==> src/design/b32_pkg.sv <==
// ----------------------------------------------------------------------------
// b32_pkg
// Types, codes and character helpers shared by the base32 codec modules.
// ----------------------------------------------------------------------------
package b32_pkg;

	localparam int GROUP_W = 40;

	localparam logic [7:0] PAD_CHAR = 8'h3D;
	localparam logic [7:0] CHAR_A   = 8'h41;
	localparam logic [7:0] CHAR_2   = 8'h32;
	localparam logic [4:0] DIGIT_26 = 5'd26;

	typedef logic [1:0] kind_t;

	localparam kind_t KIND_ENC = 2'd0;
	localparam kind_t KIND_DEC = 2'd1;
	localparam kind_t KIND_ERR = 2'd2;

	// one queued job: the results of one input transfer
	typedef struct packed {
		kind_t              kind;
		logic [GROUP_W-1:0] bits;
		logic [3:0]         count;
		logic [3:0]         used;
		logic               eom;
	} job_t;

	typedef struct packed {
		logic [7:0] data;
		logic       err;
		logic       last;
		logic       done;
	} result_t;

	function automatic logic [7:0] b32_char(input logic [4:0] idx);
		logic [7:0] c;
		if (idx < DIGIT_26) begin
			c = CHAR_A + {3'b000, idx};
		end else begin
			c = CHAR_2 + {3'b000, idx - DIGIT_26};
		end
		return c;
	endfunction

	// {valid, digit}
	function automatic logic [5:0] b32_value(input logic [7:0] c);
		logic [5:0] v;
		v = '0;
		if (c >= CHAR_A && c <= 8'h5A) begin
			v = {1'b1, 5'(c - CHAR_A)};
		end else if (c >= CHAR_2 && c <= 8'h37) begin
			v = {1'b1, 5'(c - CHAR_2) + DIGIT_26};
		end
		return v;
	endfunction

endpackage

==> src/design/b32_front.sv <==
// ----------------------------------------------------------------------------
// b32_front
// Accepts input transfers, gathers groups and turns each finished group or
// error into a job for the output side.
// ----------------------------------------------------------------------------
module b32_front import b32_pkg::*; (
	input  logic       clk,
	input  logic       arst_n,
	input  logic       cfg_we,
	input  logic       cfg_wdata,
	input  logic       s_axis_tvalid,
	output logic       s_axis_tready,
	input  logic [7:0] s_axis_tdata,  // data_byte
	input  logic       s_axis_tlast,  // end_of_message
	input  logic       q_full,
	output logic       push,
	output job_t       push_job
);

	logic               mode_q;
	logic [GROUP_W-1:0] bits_q;
	logic [3:0]         cnt_q;
	logic [3:0]         pad_q;
	logic               hold_q;

	logic [GROUP_W-1:0] bits_d;
	logic [3:0]         cnt_d;
	logic [3:0]         pad_d;
	logic               hold_d;
	logic               job_vld;
	job_t               job;

	logic               accept;
	logic [3:0]         cnt_inc;
	logic [GROUP_W-1:0] enc_bits;
	logic [GROUP_W-1:0] dec_bits;
	logic [3:0]         pad_inc;
	logic [5:0]         val;
	logic               is_pad;

	assign s_axis_tready = !q_full;
	assign accept        = s_axis_tvalid && s_axis_tready;
	assign push          = accept && job_vld;
	assign push_job      = job;

	assign cnt_inc  = cnt_q + 4'd1;
	assign enc_bits = {bits_q[GROUP_W-9:0], s_axis_tdata};
	assign val      = b32_value(s_axis_tdata);
	assign is_pad   = (s_axis_tdata == PAD_CHAR);
	assign dec_bits = is_pad ? bits_q : {bits_q[GROUP_W-6:0], val[4:0]};
	assign pad_inc  = is_pad ? pad_q + 4'd1 : pad_q;

	always_comb begin
		bits_d  = bits_q;
		cnt_d   = cnt_q;
		pad_d   = pad_q;
		hold_d  = hold_q;
		job_vld = 1'b0;
		job     = '0;
		job.eom = s_axis_tlast;
		if (!mode_q) begin
			job.kind  = KIND_ENC;
			job.count = 4'd8;
			case (cnt_inc)
				4'd1: begin
					job.bits = enc_bits << 32;
					job.used = 4'd2;
				end
				4'd2: begin
					job.bits = enc_bits << 24;
					job.used = 4'd4;
				end
				4'd3: begin
					job.bits = enc_bits << 16;
					job.used = 4'd5;
				end
				4'd4: begin
					job.bits = enc_bits << 8;
					job.used = 4'd7;
				end
				default: begin
					job.bits = enc_bits;
					job.used = 4'd8;
				end
			endcase
			if (cnt_inc >= 4'd5 || s_axis_tlast) begin
				job_vld = 1'b1;
				bits_d  = '0;
				cnt_d   = '0;
			end else begin
				bits_d = enc_bits;
				cnt_d  = cnt_inc;
			end
		end else if (hold_q) begin
			if (s_axis_tlast) begin
				hold_d = 1'b0;
				bits_d = '0;
				cnt_d  = '0;
				pad_d  = '0;
			end
		end else if (!is_pad && !val[5]) begin
			job_vld   = 1'b1;
			job.kind  = KIND_ERR;
			job.count = 4'd1;
			bits_d    = '0;
			cnt_d     = '0;
			pad_d     = '0;
			hold_d    = !s_axis_tlast;
		end else begin
			job.kind = KIND_DEC;
			job.bits = dec_bits << (6'(pad_inc) * 6'd5);
			case (pad_inc)
				4'd0:       job.count = 4'd5;
				4'd1:       job.count = 4'd4;
				4'd2, 4'd3: job.count = 4'd3;
				4'd4:       job.count = 4'd2;
				4'd5, 4'd6: job.count = 4'd1;
				default:    job.count = 4'd0;
			endcase
			bits_d = dec_bits;
			cnt_d  = cnt_inc;
			pad_d  = pad_inc;
			if (cnt_inc == 4'd8) begin
				job_vld = (job.count != 4'd0);
				bits_d  = '0;
				cnt_d   = '0;
				pad_d   = '0;
			end
			if (s_axis_tlast) begin
				bits_d = '0;
				cnt_d  = '0;
				pad_d  = '0;
			end
		end
	end

	always_ff @(posedge clk or negedge arst_n) begin
		if (!arst_n) begin
			mode_q <= 1'b0;
			bits_q <= '0;
			cnt_q  <= '0;
			pad_q  <= '0;
			hold_q <= 1'b0;
		end else if (cfg_we) begin
			mode_q <= cfg_wdata;
			bits_q <= '0;
			cnt_q  <= '0;
			pad_q  <= '0;
			hold_q <= 1'b0;
		end else if (accept) begin
			bits_q <= bits_d;
			cnt_q  <= cnt_d;
			pad_q  <= pad_d;
			hold_q <= hold_d;
		end
	end

endmodule

==> src/design/b32_queue.sv <==
// ----------------------------------------------------------------------------
// b32_queue
// Small job queue between the input side and the output side.
// ----------------------------------------------------------------------------
module b32_queue import b32_pkg::*; #(
	parameter int DEPTH = 4
) (
	input  logic clk,
	input  logic arst_n,
	input  logic push,
	input  job_t push_job,
	input  logic pop,
	output logic full,
	output logic head_vld,
	output job_t head_job
);

	localparam int PTR_W = (DEPTH > 1) ? $clog2(DEPTH) : 1;
	localparam int CNT_W = $clog2(DEPTH + 1);

	job_t             mem [DEPTH];
	logic [PTR_W-1:0] wr_ptr_q;
	logic [PTR_W-1:0] rd_ptr_q;
	logic [CNT_W-1:0] cnt_q;

	assign full     = (cnt_q == CNT_W'(DEPTH));
	assign head_vld = (cnt_q != '0);
	assign head_job = mem[rd_ptr_q];

	always_ff @(posedge clk) begin
		if (push) begin
			mem[wr_ptr_q] <= push_job;
		end
	end

	always_ff @(posedge clk or negedge arst_n) begin
		if (!arst_n) begin
			wr_ptr_q <= '0;
			rd_ptr_q <= '0;
			cnt_q    <= '0;
		end else begin
			if (push) begin
				wr_ptr_q <= (wr_ptr_q == PTR_W'(DEPTH - 1)) ? '0 : wr_ptr_q + 1'b1;
			end
			if (pop) begin
				rd_ptr_q <= (rd_ptr_q == PTR_W'(DEPTH - 1)) ? '0 : rd_ptr_q + 1'b1;
			end
			if (push && !pop) begin
				cnt_q <= cnt_q + 1'b1;
			end else if (pop && !push) begin
				cnt_q <= cnt_q - 1'b1;
			end
		end
	end

endmodule

==> src/design/b32_back.sv <==
// ----------------------------------------------------------------------------
// b32_back
// Steps head job results into the output register one per cycle unless stalled.
// ----------------------------------------------------------------------------
module b32_back import b32_pkg::*; (
	input  logic       clk,
	input  logic       arst_n,
	input  logic       head_vld,
	input  job_t       head_job,
	output logic       pop,
	output logic       m_axis_tvalid,
	input  logic       m_axis_tready,
	output logic [7:0] m_axis_tdata,  // out_byte
	output logic [1:0] m_axis_tuser,  // error, message_done
	output logic       m_axis_tlast   // last_of_run
);

	logic [2:0]         idx_q;
	logic               out_vld_q;
	result_t            out_q;
	result_t            res;
	logic               load;
	logic               is_last;
	logic [GROUP_W-1:0] char_win;
	logic [GROUP_W-1:0] byte_win;

	assign load     = head_vld && (!out_vld_q || m_axis_tready);
	assign is_last  = ({1'b0, idx_q} == head_job.count - 4'd1);
	assign pop      = load && is_last;
	assign char_win = head_job.bits << (6'(idx_q) * 6'd5);
	assign byte_win = head_job.bits << {idx_q, 3'b000};

	always_comb begin
		res      = '0;
		res.last = is_last;
		res.done = is_last && head_job.eom;
		case (head_job.kind)
			KIND_ENC: begin
				res.data = ({1'b0, idx_q} < head_job.used) ?
					b32_char(char_win[GROUP_W-1 -: 5]) : PAD_CHAR;
			end
			KIND_DEC: begin
				res.data = byte_win[GROUP_W-1 -: 8];
			end
			KIND_ERR: begin
				res.err = 1'b1;
			end
			default: begin
				res.data = '0;
			end
		endcase
	end

	always_ff @(posedge clk) begin
		if (load) begin
			out_q <= res;
		end
	end

	always_ff @(posedge clk or negedge arst_n) begin
		if (!arst_n) begin
			idx_q     <= '0;
			out_vld_q <= 1'b0;
		end else begin
			if (load) begin
				idx_q <= is_last ? '0 : idx_q + 3'd1;
			end
			if (load) begin
				out_vld_q <= 1'b1;
			end else if (m_axis_tready) begin
				out_vld_q <= 1'b0;
			end
		end
	end

	assign m_axis_tvalid = out_vld_q;
	assign m_axis_tdata  = out_q.data;
	assign m_axis_tuser  = {out_q.done, out_q.err};
	assign m_axis_tlast  = out_q.last;

endmodule

==> src/design/base32_codec.sv <==
// ----------------------------------------------------------------------------
// base32_codec
// Streaming base32 encoder and decoder, standard alphabet, one byte per
// transfer.
// ----------------------------------------------------------------------------
//   channel   dir   payload
//   s_axis    in    tdata = data_byte, tlast = end_of_message
//   m_axis    out   tdata = out_byte, tuser = {message_done, error},
//                   tlast = last_of_run
//   cfg       in    cfg_we / cfg_wdata = mode (0 encode, 1 decode)
//
// Input side takes one transfer per cycle while the job queue has room.
// Output gives one result per cycle while a job waits and m_axis is ready:
// encode gives 8 characters per group of up to 5 bytes, decode up to 5 bytes.
// The job queue of QDEPTH entries lets either side stall on its own.
// Reset is immediate, no clearing pass; a mode write clears the group state.
// ----------------------------------------------------------------------------
module base32_codec import b32_pkg::*; #(
	parameter int QDEPTH = 4
) (
	input  logic       clk,
	input  logic       arst_n,
	input  logic       cfg_we,
	input  logic       cfg_wdata,
	input  logic       s_axis_tvalid,
	output logic       s_axis_tready,
	input  logic [7:0] s_axis_tdata,  // [7:0] data_byte
	input  logic       s_axis_tlast,  // end_of_message
	output logic       m_axis_tvalid,
	input  logic       m_axis_tready,
	output logic [7:0] m_axis_tdata,  // [7:0] out_byte
	output logic [1:0] m_axis_tuser,  // [0] error, [1] message_done
	output logic       m_axis_tlast   // last_of_run
);

	logic q_full;
	logic push;
	logic pop;
	logic head_vld;
	job_t push_job;
	job_t head_job;

	b32_front u_front (
		.clk           (clk),
		.arst_n        (arst_n),
		.cfg_we        (cfg_we),
		.cfg_wdata     (cfg_wdata),
		.s_axis_tvalid (s_axis_tvalid),
		.s_axis_tready (s_axis_tready),
		.s_axis_tdata  (s_axis_tdata),
		.s_axis_tlast  (s_axis_tlast),
		.q_full        (q_full),
		.push          (push),
		.push_job      (push_job)
	);

	b32_queue #(
		.DEPTH (QDEPTH)
	) u_queue (
		.clk      (clk),
		.arst_n   (arst_n),
		.push     (push),
		.push_job (push_job),
		.pop      (pop),
		.full     (q_full),
		.head_vld (head_vld),
		.head_job (head_job)
	);

	b32_back u_back (
		.clk           (clk),
		.arst_n        (arst_n),
		.head_vld      (head_vld),
		.head_job      (head_job),
		.pop           (pop),
		.m_axis_tvalid (m_axis_tvalid),
		.m_axis_tready (m_axis_tready),
		.m_axis_tdata  (m_axis_tdata),
		.m_axis_tuser  (m_axis_tuser),
		.m_axis_tlast  (m_axis_tlast)
	);

endmodule

==> config.mk <==
export PLATFORM = sky130hd
export DESIGN_NAME = base32_codec
export DESIGN_NICKNAME = d
export VERILOG_FILES = /design/src/design/b32_pkg.sv /design/src/design/b32_front.sv /design/src/design/b32_queue.sv /design/src/design/b32_back.sv /design/src/design/base32_codec.sv
export SDC_FILE = /design/constraint.sdc
export NUM_CORES = 1
export LEC_CHECK = 0
export BUFFER_PORTS_ARGS = -buffer_cell sky130_fd_sc_hd__buf_2
export CAP_MARGIN = 15
export CORE_MARGIN = 1
export CORE_UTILIZATION = 30
export CTS_CLUSTER_SIZE = 25
export DETAILED_ROUTE_END_ITERATION = 6
export SETUP_SLACK_MARGIN = 0.15
export SLEW_MARGIN = 10
export SYNTH_ARGS = -nofsm -noshare
export SYNTH_HDL_FRONTEND = slang
export SYNTH_SLANG_ARGS = --single-unit
export TNS_END_PERCENT = 100
==> constraint.sdc <==
create_clock -name clk -period 5.2 [get_ports clk]
set_input_delay 0.26 -clock clk [delete_from_list [all_inputs] [get_ports clk]]
set_output_delay 0.26 -clock clk [all_outputs]
set_load 0.03 [all_outputs]
* Word level (Yosys, flattened, before mapping)
Memory sizes are Yosys's and may differ from the RTL's.
Index checks and enable logic that the tools add are counted.
** Word-level totals
- Memory bits (writable) :: 204
- Register bits after elaboration :: 72
- Input bits :: 15
- Memories :: 1
** Memory list
- u_queue.mem :: depth 4, width 51, read ports 1, clocked after Yosys merged registers in 0, wr ports 1, line b32_queue.sv:21 : job_t mem [DEPTH];
** Operators by class
- Reductions and logical operators :: 32
- Equality and inequality tests :: 20
- Muxes and demuxes :: 65
- Multiply operators :: 2
- $lt $le $gt $ge :: 7
- Shifts and indexed selects :: 3
- Add/subtract/negate cells :: 14
** Operators with widths (count)
- 40-bit two-way mux :: 11
- 40-bit case mux with 4 select lines :: 1
- 40-bit by 6-bit << shifter with 40-bit output :: 3
- 46-bit two-way mux :: 2
- 4-bit two-way mux :: 22
- 4-bit by 2-bit equality test with 1-bit output (second input constant) :: 4
- 4-bit by 3-bit equality test with 1-bit output (second input constant) :: 4
- 1-bit two-way mux :: 16
- 8-bit two-way mux :: 2
- 4-bit case mux with 4 select lines :: 1
- 8-bit case mux with 2 select lines :: 1
- 3-bit case mux with 5 select lines :: 1
- 6-bit two-way mux :: 2
- 1-bit logical AND :: 10
- 5-bit subtractor (second input constant) :: 2
- 3-bit two-way mux :: 3
- 4-bit by 1-bit adder with 4-bit output (second input constant) :: 2
- 7-bit by 5-bit adder with 8-bit output (first input constant) :: 1
- 4-bit by 1-bit equality test with 1-bit output (second input constant) :: 2
- 8-bit by 6-bit equality test with 1-bit output (second input constant) :: 1
- 8-bit by 6-bit greater-or-equal comparator with 1-bit output (second input constant) :: 1
- 8-bit by 7-bit greater-or-equal comparator with 1-bit output (second input constant) :: 1
- 8-bit by 6-bit <= comparator with 1-bit output (second input constant) :: 1
- 8-bit by 7-bit <= comparator with 1-bit output (second input constant) :: 1
- other kinds (30) :: 48

* Longest topological paths before layout
Gate-level depths: netlist of run 1.
- Depth after elaboration :: 19
- Depth in mapped cells :: 20

* Cells and area by module
From an unflattened synthesis of run 1, not the netlist that was laid out.
** Unflattened totals
- Cell total of the unflattened synthesis :: 1512
- Area, all modules :: 18106.1 um^2
** Modules (own cells, without submodules)
- b32_queue :: cells each 304, area an instance 7836.3 um^2, instances 1
- b32_front :: cells each 948, area an instance 7374.6 um^2, instances 1
- b32_back :: cells each 260, area an instance 2895.3 um^2, instances 1

* Worst setup path after synthesis of run 1
Ideal clock, no wire load.
- Path type :: input-to-reg
- From :: in s_axis_tdata[1]
- To :: mem u_queue.mem[0][42] in the netlist's numbering (data pin)
- Stages on the path :: 17
- Buffers on the path :: 5
- Setup slack :: 503 ps
- Arrival time :: 4406 ps
- Cell sequence :: clkbuf_1 -> inv_1 -> ha_1 -> and4_1 -> nand2_2 -> mux2i_2 -> inv_2 -> clkbuf_1 -> ha_1 -> ha_1 -> clkbuf_1 -> inv_1 -> clkbuf_1 -> clkbuf_1 -> mux2_2 -> a221oi_1 -> o21ai_0
** RTL lines
- start: declaration :: line base32_codec.sv:27 : input logic [7:0] s_axis_tdata,
- end: declaration :: line b32_queue.sv:21

==> results.toml, run 1 <==
[route]
routedWlPerCell_um = 24.4
drc = 31
drt-initial-drc-count = 1908
wl_mm = 64.4
vias = 15500
dr.pass1.iters = 7
ant_nets = 0
via_per_inst = 5.86

[setup_path]
cp_max_fo = 48
ff2ff_path_depth = 11
critPathCaptureType = "register"
arrival_ns = 4.85
worst_setup_path_start_kind = "register"
r2r_start = "u_queue.rd_ptr_q[0]$_DFFE_PN0P_"
crit_type = "register to register"
rr_endpoint = "u_back.m_axis_tdata[3]$_DFFE_PP_"
cp.required_ns = 5.54
ff2ff_setup_slack_ns = 0.70

[finish]
stdcell_area_mm2 = 0.0211
final_common_cell = "nand2_1"
nets = 1814
final_cell_mix = "238 x nand2_1, 215 x edfxtp_1, 142 x mux2i_1"
layout-drive-gt1-share = 0.176
syn2layout_area_growth_pct = 10.4

[synth]
ys_ff_latch = 276
ys.flop_type = "edfxtp_1"
synth-xor-area-share = 0.00811
synthTopCellsByArea = "edfxtp_1 34%, mux4_2 9.4%, dfrtp_1 8.0%"
synth-simple-area-share = 0.123
synth_compound_area_frac = 0.162
syn_area_per_cell_um2 = 10.6
synth_nets = 1857
yosysTopAreaCell = "edfxtp_1"
syn_area_mm2 = 0.0191
synth.top_cell.area_share = 0.337
yosysUniqueCellTypes = 102
synth_warnings = 0
async_flop_share = 0.221
synth_top_family_by_area = "multiplexers"
synth_fa_ha_area_frac = 0.0207
synth_edf_count = 215
yosys-mux-area-fraction = 0.213
synth_cells = 1811
ys_seq_area_frac = 0.417

[floorplanning]
start_util = 0.303
fp.dieW_um = 255
rows = 92
io_pins = 28
core-area_mm2 = 0.0631
die_h_um = 255
die_area_mm2 = 0.0648

[timing]
period_minus_slack_ns = 4.50
slew_violations = 0
rsz0062_at_grt = "false"
fin_worst_skew_ns = 0.0267
hold_ws_ns = 0.111
timing.fmax_ghz = 0.222
relSlewSlack = 0.336
period_share = 0.866
hold_violations = 0
finalSetupViolations = 0
finalSetupTns_ns = 0
worst_pin_slew_ns = 0.988

[power]
p_per_area_mw_per_mm2 = 489
p_leak_nw = 7.41
irDropWorstVdd_uv = 368

[clocking]
post_cts_resized = 0
clk_pin_slew_ns = 0.06
postCtsSetupBuffers = 0
cts.sinks = 276
clock_path_buffers = 3
cts_hold_buf = 7
cts_tree = "built"
cts-root-buf = "clkbuf_16"
clk_latency_ns = 0.61
htree_levels = 1
numCtsBuffers = 30

[global_route]
antenna_found_initial = 1
first_global_vias = 14600
grt-ovfl-total = 0
grt_max_degree = 65
track_usage = 0.197
grt_pass1_wl_mm = 96.7

[flow_run]
maxCapViolCount = 0

[hold_path]
min_delay_worst_endpoint = "u_front.hold_q$_DFFE_PN0P_"
worstHoldPathCells = 3
worstHoldStart = "s_axis_tvalid"
hp-class = "primary input to register"

[run_status]
violations = "DRC"
outcome = "complete, but fails checks"

[placement]
gp_congestion = 0.969
io_buffers = 27
placed_area_mm2 = 0.0200
post-dp-hpwl_mm = 46.0
[per-layer routing]
metal  global-route usage  routed length, um
met4               0.0503               1680
met1                0.286              29200
met5                    0                 13
met3               0.0274               4520
met2                0.306              29000
[power breakdown]
part	switching (W)	internal [W]	total, W
logic	0.00315	0.00196	0.00511
clock network	0.000953	0.00128	0.00223
registers	0.000246	0.00275	0.00300
[how the worst max path moves through the flow]
| stage | start | end | depth (start not counted) |
|---|---|---|---|
| 6_report | u_queue.rd_ptr_q[0]$_DFFE_PN0P_ | u_back.m_axis_tdata[3]$_DFFE_PP_ | 11 |
| 5_1_grt | u_queue.rd_ptr_q[0]$_DFFE_PN0P_ | u_back.m_axis_tdata[3]$_DFFE_PP_ | 11 |
| 4_1_cts | u_queue.rd_ptr_q[0]$_DFFE_PN0P_ | u_back.m_axis_tdata[1]$_DFFE_PP_ | 12 |
| 3_5_place_dp | s_axis_tdata[1] | u_queue.mem[2][23]$_DFFE_PP_ | 14 |
| 3_3_place_gp | s_axis_tdata[1] | u_queue.mem[0][23]$_DFFE_PP_ | 14 |
| 2_1_floorplan | s_axis_tdata[1] | u_queue.mem[0][42]$_DFFE_PP_ | 17 |
[synthesized netlist by cell type (6+ instances only)]
cell,instances
o31ai_1,7
a22oi_1,39
clkbuf_1,115
buf_1,13
o21a_1,6
ha_1,30
o221ai_1,11
a222oi_1,17
nand2b_1,10
a31oi_1,18
mux4_2,80
nand2_1,238
and3_1,7
mux4_1,13
o22ai_1,17
inv_1,40
or3_1,12
o2111ai_1,6
mux2i_1,142
o211ai_1,11
buf_4,10
nor4_1,8
buf_12,6
o21ai_0,118
and2_1,17
dfrtp_1,61
a21oi_1,124
a221o_1,6
nand3_1,32
edfxtp_1,215
xnor2_1,10
a22o_1,7
nor2b_1,13
buf_2,23
nor2_1,103
mux2_2,45
nor3_1,33
a211oi_1,12
nand4_1,15
[worst max-delay path, stage by stage (launching register included)]
cell	delay, ns
dfrtp_4	0.93
buf_4	0.35
mux2i_1	0.20
mux4_2	0.55
nor3_1	0.18
nor3_1	0.12
o311ai_1	0.69
inv_1	0.15
ha_1	0.26
nand3b_2	0.32
nor4_2	0.32
a211oi_2	0.07
[sequential cells by signal, indices dropped and copies added (netlist names), 2 cells and up]
name and cells:
u_back.idx_q 3, u_back.m_axis_tdata 8, u_back.m_axis_tuser 2, u_front.bits_q 40, u_front.cnt_q 4, u_front.pad_q 4, u_queue.cnt_q 3, u_queue.mem 204
u_queue.rd_ptr_q 2, u_queue.wr_ptr_q 2
[per-stage QoR]
stage | power [W] | std cells | utilization | setup WS, ns
after global routing | 0.0108 | 2638 | 0.335 | 0.433
after floorplan | 0.00675 | 1811 | - | 0.503
after global placement | 0.00802 | 2575 | 0.317 | 0.674
final | 0.0103 | 2639 | 0.335 | 0.697
after detailed placement | 0.00806 | 2575 | 0.317 | 0.521
after CTS | 0.0103 | 2638 | 0.335 | 0.758
[cell type report]
type | count | area, um^2
Timing Repair Buffer | 101 | 746
Clock inverter | 17 | 183
Clock buffer | 39 | 858
Multi-Input combinational cell | 1315 | 10100
Inverter | 44 | 165
Fill cell | 6376 | 42000
Sequential cell | 276 | 7990
Antenna cell | 1 | 2.50
Tap cell | 846 | 1060
[kinds of logic (layout without fill, tap and decap cells)]
| group | count (synthesis) | in the layout |
|---|---|---|
| and+or+nand+nor | 516 | 516 |
| AOI/OAI and AO/OA | 471 | 471 |
| muxes | 281 | 281 |
| DFF | 276 | 276 |
| buffers and inverters | 220 | 201 |
| adders and majority gates | 31 | 31 |
| xor gates and xnor gates | 16 | 16 |
| other | 0 | 1 |
(Power assumes the default switching activity.)
==> run 2, diff against run 1 <==
--- a/config.mk
+++ b/config.mk
@@ -11,6 +11,7 @@
 export CORE_UTILIZATION = 30
 export CTS_CLUSTER_SIZE = 25
 export DETAILED_ROUTE_END_ITERATION = 6
+export PLACE_DENSITY_LB_ADDON = 0.15
 export SETUP_SLACK_MARGIN = 0.15
 export SLEW_MARGIN = 10
 export SYNTH_ARGS = -nofsm -noshare
==> run 2 against run 1 <==
  * The flow still finishes with violations (DRC)
  * Global-route usage up 1.7 points
  * Die area unchanged
  * Non-clock buffer count up 2
  * Sequential power about the same
  * Clock skew up 0.012 ns
  * Core utilization up 0.40 points
  * Wire length up 6.1%
  * Register-to-register slack worse by 0.05 ns
  * Clock-buffer cell count up 9
  * Critical path type unchanged
  * Critical endpoint is now u_back.m_axis_tdata[1]$_DFFE_PP_
==> results.toml, run 2 (same netlist as run 1, synthesis figures left out) <==
[finish]
final_cell_mix = "238 x nand2_1, 215 x edfxtp_1, 142 x mux2i_1"
syn2layout_area_growth_pct = 11.7
top_register = "u_queue.mem"
largest_register_ffs = 204
final_common_cell = "nand2_1"
nets = 1823
diodes = 0
layout-drive-gt1-share = 0.179
stdcell_area_mm2 = 0.0214
fill_cells = 6440

[setup_path]
cp_max_fo = 49
cp.required_ns = 5.58
crit_type = "register to register"
critPathCaptureType = "register"
arrival_ns = 4.93
worst_setup_path_start_kind = "register"

[global_route]
antenna_found_initial = 0
track_usage = 0.213
grt-ovfl-total = 0
grt_pass1_wl_mm = 103
grt_max_degree = 65
first_global_vias = 15200

[power]
p_leak_nw = 7.54
irDropWorstVdd_uv = 246
p_per_area_mw_per_mm2 = 502

[route]
routedWlPerCell_um = 25.8
vias = 15300
ant_nets = 0
wl_mm = 68.4
drt-initial-drc-count = 1513
dr.pass1.iters = 7
drc = 7
via_per_inst = 5.77

[clocking]
cts.sinks = 276
postCtsSetupBuffers = 0
cts_tree = "built"
clk_pin_slew_ns = 0.06
clock_path_buffers = 3
htree_levels = 2
numCtsBuffers = 37
cts-root-buf = "clkbuf_16"
clk_latency_ns = 0.59

[floorplanning]
fp.dieW_um = 255
die_h_um = 255
rows = 92
core-area_mm2 = 0.0631
die_area_mm2 = 0.0648
io_pins = 28
start_util = 0.303

[run_status]
violations = "DRC"
outcome = "complete, but fails checks"

[placement]
io_buffers = 27
post-dp-hpwl_mm = 48.9
gp_congestion = 1.03
placed_area_mm2 = 0.0201

[timing]
rsz0062_at_grt = "false"
slew_violations = 0
period_share = 0.876
finalSetupTns_ns = 0
worst_pin_slew_ns = 0.990
timing.fmax_ghz = 0.219
period_minus_slack_ns = 4.56
fin_worst_skew_ns = 0.0386
hold_violations = 0
finalSetupViolations = 0
relSlewSlack = 0.340

[hold_path]
hp-class = "primary input to register"

[flow_run]
maxCapViolCount = 0
## run 2: cell types whose count changed in the layout (fill, tap and decap cells not counted), moves of 3 or more
cell | previous run | this run
buf_12 | 3 | 7
clkbuf_16 | 33 | 37
clkbuf_1 | 5 | 9
clkinvlp_4 | 4 | 1
clkinv_1 | 4 | 7
## run 2: area by class of cell
class	instances	area, um^2	area share
flip-flops and latches	276	7990	0.374
inverters	44	165	0.00772
multi-input cells	1315	10100	0.474
repair buffers	103	806	0.0377
clock inverters	20	251	0.0118
clock buffers	48	987	0.0462
well taps	846	1060	0.0495
## run 2: where the power goes
part | internal [W] | leakage (nW) | switching [W]
logic | 0.00199 | 4.05 | 0.00315
clock network | 0.00152 | 0.600 | 0.00106
registers | 0.00275 | 2.89 | 0.000259
total | 0.00626 | 7.54 | 0.00447
## run 2: per-stage QoR
step / power, W / setup slack [ns] / util / instances / hold slack [ns]
6_report: 0.0107 / 0.644 / 0.339 / 2652 / 0.0472
5_1_grt: 0.0113 / 0.396 / 0.339 / 2652 / 0.0363
4_1_cts: 0.0108 / 0.615 / 0.339 / 2652 / 0.0176
3_5_place_dp: 0.00815 / 0.506 / 0.319 / 2579 / 0.374
3_3_place_gp: 0.00815 / 0.558 / 0.319 / 2579 / 0.375
2_1_floorplan: 0.00675 / 0.503 / - / 1811 / -0.0356
## run 2: worst paths after layout
kind / from / endpoint / slack, ns / cells past startpoint
worst max-delay path: u_queue.rd_ptr_q[0]$_DFFE_PN0P_ / u_back.m_axis_tdata[1]$_DFFE_PP_ / 0.64 / 10
worst min-delay path: s_axis_tlast / u_queue.mem[2][0]$_DFFE_PP_ / 0.05 / 1
worst max register to register: u_queue.rd_ptr_q[0]$_DFFE_PN0P_ / u_back.m_axis_tdata[1]$_DFFE_PP_ / 0.64 / 10
worst min register to register: u_queue.cnt_q[2]$_DFFE_PN0P_ / u_queue.cnt_q[2]$_DFFE_PN0P_ / 0.49 / 1
max in group asynchronous: arst_n / u_queue.rd_ptr_q[0]$_DFFE_PN0P_ / 3.89 / 3
min in group asynchronous: arst_n / u_front.bits_q[39]$_DFFE_PN0P_ / 0.29 / 2
## run 2: per-layer routing
metal | track usage | routed length (um) | vias to the layer above
met5 | 0 | 0 | -
met4 | 0.0744 | 2250 | 0
met3 | 0.0312 | 3860 | 113
met2 | 0.335 | 31000 | 562
met1 | 0.299 | 31300 | 7735
li1 | - | - | 6886
## run 2: critical path: stages (launching register included)
cell and delay (ns):
dfrtp_4 0.94, mux2i_1 0.40, mux4_2 0.61, o211ai_1 0.25
o211ai_1 0.14, o311ai_1 0.69, inv_1 0.16, ha_1 0.27
nand3b_2 0.33, mux2i_1 0.18, o32ai_1 0.31
## run 2: repair_timing
action / CTS / global route
hold endpoints to repair: 32 / 0
hold buffers: 5 / 0
gates resized for setup: 0 / 0
==> run 3, diff against run 2 <==
--- a/config.mk
+++ b/config.mk
@@ -5,12 +5,14 @@
 export SDC_FILE = /design/constraint.sdc
 export NUM_CORES = 1
 export LEC_CHECK = 0
+export ABC_AREA = 1
 export BUFFER_PORTS_ARGS = -buffer_cell sky130_fd_sc_hd__buf_2
 export CAP_MARGIN = 15
 export CORE_MARGIN = 1
 export CORE_UTILIZATION = 30
 export CTS_CLUSTER_SIZE = 25
 export DETAILED_ROUTE_END_ITERATION = 6
+export MAX_ROUTING_LAYER = met4
 export PLACE_DENSITY_LB_ADDON = 0.15
 export SETUP_SLACK_MARGIN = 0.15
 export SLEW_MARGIN = 10
==> run 3 against run 2 <==
  * The run now ends clean
  * Clock-buffer cell count stayed put
  * Core utilization rose by 0.47 points
  * Synthesized cell count is 17% higher
  * Total power is 6.6% lower
  * Die area shrank 11%
  * Non-clock buffer count shrank 31
  * Area after synthesis fell by 11%
  * Sequential share of layout area grew 4.6 points
  * Via count is 0.38% higher
  * Combinational power decreased by 5.3%
  * Critical endpoint is now u_queue.mem[1][10]$_DFFE_PP_
==> results.toml, run 3 <==
[floorplanning]
fp.dieW_um = 240
start_util = 0.306
rows = 86
core-area_mm2 = 0.0554
io_pins = 28
die_area_mm2 = 0.0574
die_h_um = 240

[placement]
gp_congestion = 0.952
post-dp-hpwl_mm = 45.4
placed_area_mm2 = 0.0179
place_ws_ns = 0.711
io_buffers = 27

[clocking]
cts_tree = "built"
postCtsSetupBuffers = 0
cts.sinks = 276
numCtsBuffers = 35
clk_pin_slew_ns = 0.06
htree_levels = 2
cts-root-buf = "clkbuf_16"
clock_path_buffers = 3
clk_latency_ns = 0.56

[power]
p_total_w = 0.0100
p_leak_nw = 7.61
irDropWorstVdd_uv = 454
p_per_area_mw_per_mm2 = 526

[timing]
slew_violations = 0
finalSetupViolations = 0
worst_pin_slew_ns = 1.03
setup_ws_ns = 1.20
period_share = 0.769
timing.fmax_ghz = 0.250
hold_violations = 0
relSlewSlack = 0.314
finalSetupTns_ns = 0
fin_worst_skew_ns = 0.0258
rsz0062_at_grt = "false"
period_minus_slack_ns = 4.00

[setup_path]
cp_max_fo = 12
critPathBufInv = 5
critPathMaxStageDelay_ns = 0.63
critical-path-top-delay-family = "simple AND/OR/NAND/NOR gates"
crit_type = "register to register"
crit_top_cell = "inv_1"
ff2ff_path_depth = 12
path_cells = "ha_1 > nand2_1 > nand2_1 > nand3_1 > buf_4 > inv_1 > nor3_1 > inv_1 > nor2_1 > buf_4 > inv_1 > o22ai_1"
rr_endpoint = "u_queue.mem[1][10]$_DFFE_PP_"
arrival_ns = 4.27
crit_slowest_cell = "nor3_1"
r2r_start = "u_front.cnt_q[0]$_DFFE_PN0P_"
cp.required_ns = 5.47
worst_setup_path_start_kind = "register"
ff2ff_setup_slack_ns = 1.20
critPathCaptureType = "register"

[finish]
fill_cells = 5874
syn2layout_area_growth_pct = 12.4
nets = 2154
layout-drive-gt1-share = 0.0756
final_util = 0.344
largest_register_ffs = 204
final_common_cell = "nand2_1"
final_cell_mix = "617 x nand2_1, 325 x nand3_1, 215 x edfxtp_1"
seq_area_mm2 = 0.00799
diodes = 0
top_register = "u_queue.mem"
stdcell_area_mm2 = 0.0190
multiInputGateArea_mm2 = 0.00790

[route]
via_per_inst = 5.33
dr.pass1.iters = 7
ant_nets = 0
drt-initial-drc-count = 1363
drc = 0
wl_mm = 62.7
vias = 15400
routedWlPerCell_um = 21.8

[synth]
synth_common_cells = "617 x nand2_1, 325 x nand3_1, 215 x edfxtp_1"
synth_warnings = 0
yosysMostFrequentCell = "nand2_1"
synthTopCellsByArea = "edfxtp_1 38%, nand2_1 14%, nand3_1 9.6%"
ys.flop_type = "edfxtp_1"
yosysTopAreaCell = "edfxtp_1"
synth_nets = 2171
syn_area_mm2 = 0.0169
ys_seq_area_frac = 0.471
synth_edf_count = 215
async_flop_share = 0.221
syn_area_per_cell_um2 = 7.97
yosysUniqueCellTypes = 52
synth.top_cell.area_share = 0.381
ys_ff_latch = 276
synth_cells = 2125

[hold_path]
worstHoldPathCells = 2
worstHoldStart = "cfg_we"
min_delay_worst_endpoint = "u_front.mode_q$_DFFE_PN0P_"
hp-class = "primary input to register"

[global_route]
track_usage = 0.227
met3_usage = 0.0278
grt_util_met1 = 0.304
grt_pass1_wl_mm = 94.8
grt_max_degree = 105
antenna_found_initial = 0
grt-ovfl-total = 0
grt_use_met2 = 0.352
top_usage_layer = "met2"
first_global_vias = 14600

[run_status]
outcome = "complete, no violations"

[flow_run]
maxCapViolCount = 0
[run 3: cell count changes after synthesis, moves of 29 or more]
cell      delta
a21oi_1     -61
mux4_2      -80
clkbuf_1    -29
mux2i_1    -136
o21ai_0     +50
nand3_1    +293
nand2_1    +379
o22ai_1     +58
mux2_2      -45
inv_1      +102
[run 3: stage by stage]
stage,instances,hold WS [ns]
global route,2879,0.0732
finish,2879,0.0270
CTS,2879,0.00947
detailed placement,2816,0.209
global placement,2816,0.211
floorplan,2125,-0.0356
[run 3: cells by family (layout without fill, tap and decap cells)]
group,count (synthesis),after routing,share of synthesized area
AND/OR/NAND/NOR,1082,1082,0.274
AO/OA/AOI/OAI,434,434,0.151
buffers and inverters,282,288,0.0665
flip-flops,276,276,0.471
adder cells (fa/ha/maj),31,31,0.0233
XOR/XNOR,14,14,0.0106
multiplexers,6,6,0.00355
[run 3: area by class of cell]
type                    instances  share of cell area
inverters                     156              0.0308
well taps                     748              0.0491
flip-flops and latches        276               0.419
repair buffers                 72              0.0298
clock buffers                  48              0.0496
multi-input cells            1567               0.415
clock inverters                12             0.00644
[run 3: per-layer routing]
metal	share of wire	wire length [um]
met5	0	0
met4	0.035	2180
met3	0.048	3040
met2	0.46	28800
met1	0.46	28700
[run 3: worst max-delay path by stage]
stage,startpoint,end,slack (ns),depth (start not counted)
4_1_cts,u_front.pad_q[2]$_DFFE_PN0P_,u_queue.mem[3][23]$_DFFE_PP_,1.24,15
3_3_place_gp,s_axis_tdata[1],u_queue.mem[3][23]$_DFFE_PP_,0.75,20
2_1_floorplan,s_axis_tdata[1],u_queue.mem[0][0]$_DFFE_PP_,0.79,12
5_1_grt,u_queue.rd_ptr_q[0]$_DFFE_PN0P_,u_queue.cnt_q[1]$_DFFE_PN0P_,0.89,17
3_5_place_dp,s_axis_tdata[1],u_queue.mem[3][23]$_DFFE_PP_,0.71,20
6_report,u_front.cnt_q[0]$_DFFE_PN0P_,u_queue.mem[1][10]$_DFFE_PP_,1.20,12
[run 3: power breakdown]
part / internal (W) / leakage (nW) / total, W / switching, W
registers: 0.00278 / 2.81 / 0.00289 / 0.000106
clock network: 0.00133 / 0.514 / 0.00227 / 0.000938
logic: 0.00137 / 4.28 / 0.00487 / 0.00350
total: 0.00548 / 7.61 / 0.0100 / 0.00455
[run 3: repair_timing]
| action | in CTS | in global routing |
|---|---|---|
| endpoints found under the hold margin | 18 | 0 |
| hold buffers | 3 | 0 |
| gates resized for setup | 0 | 0 |
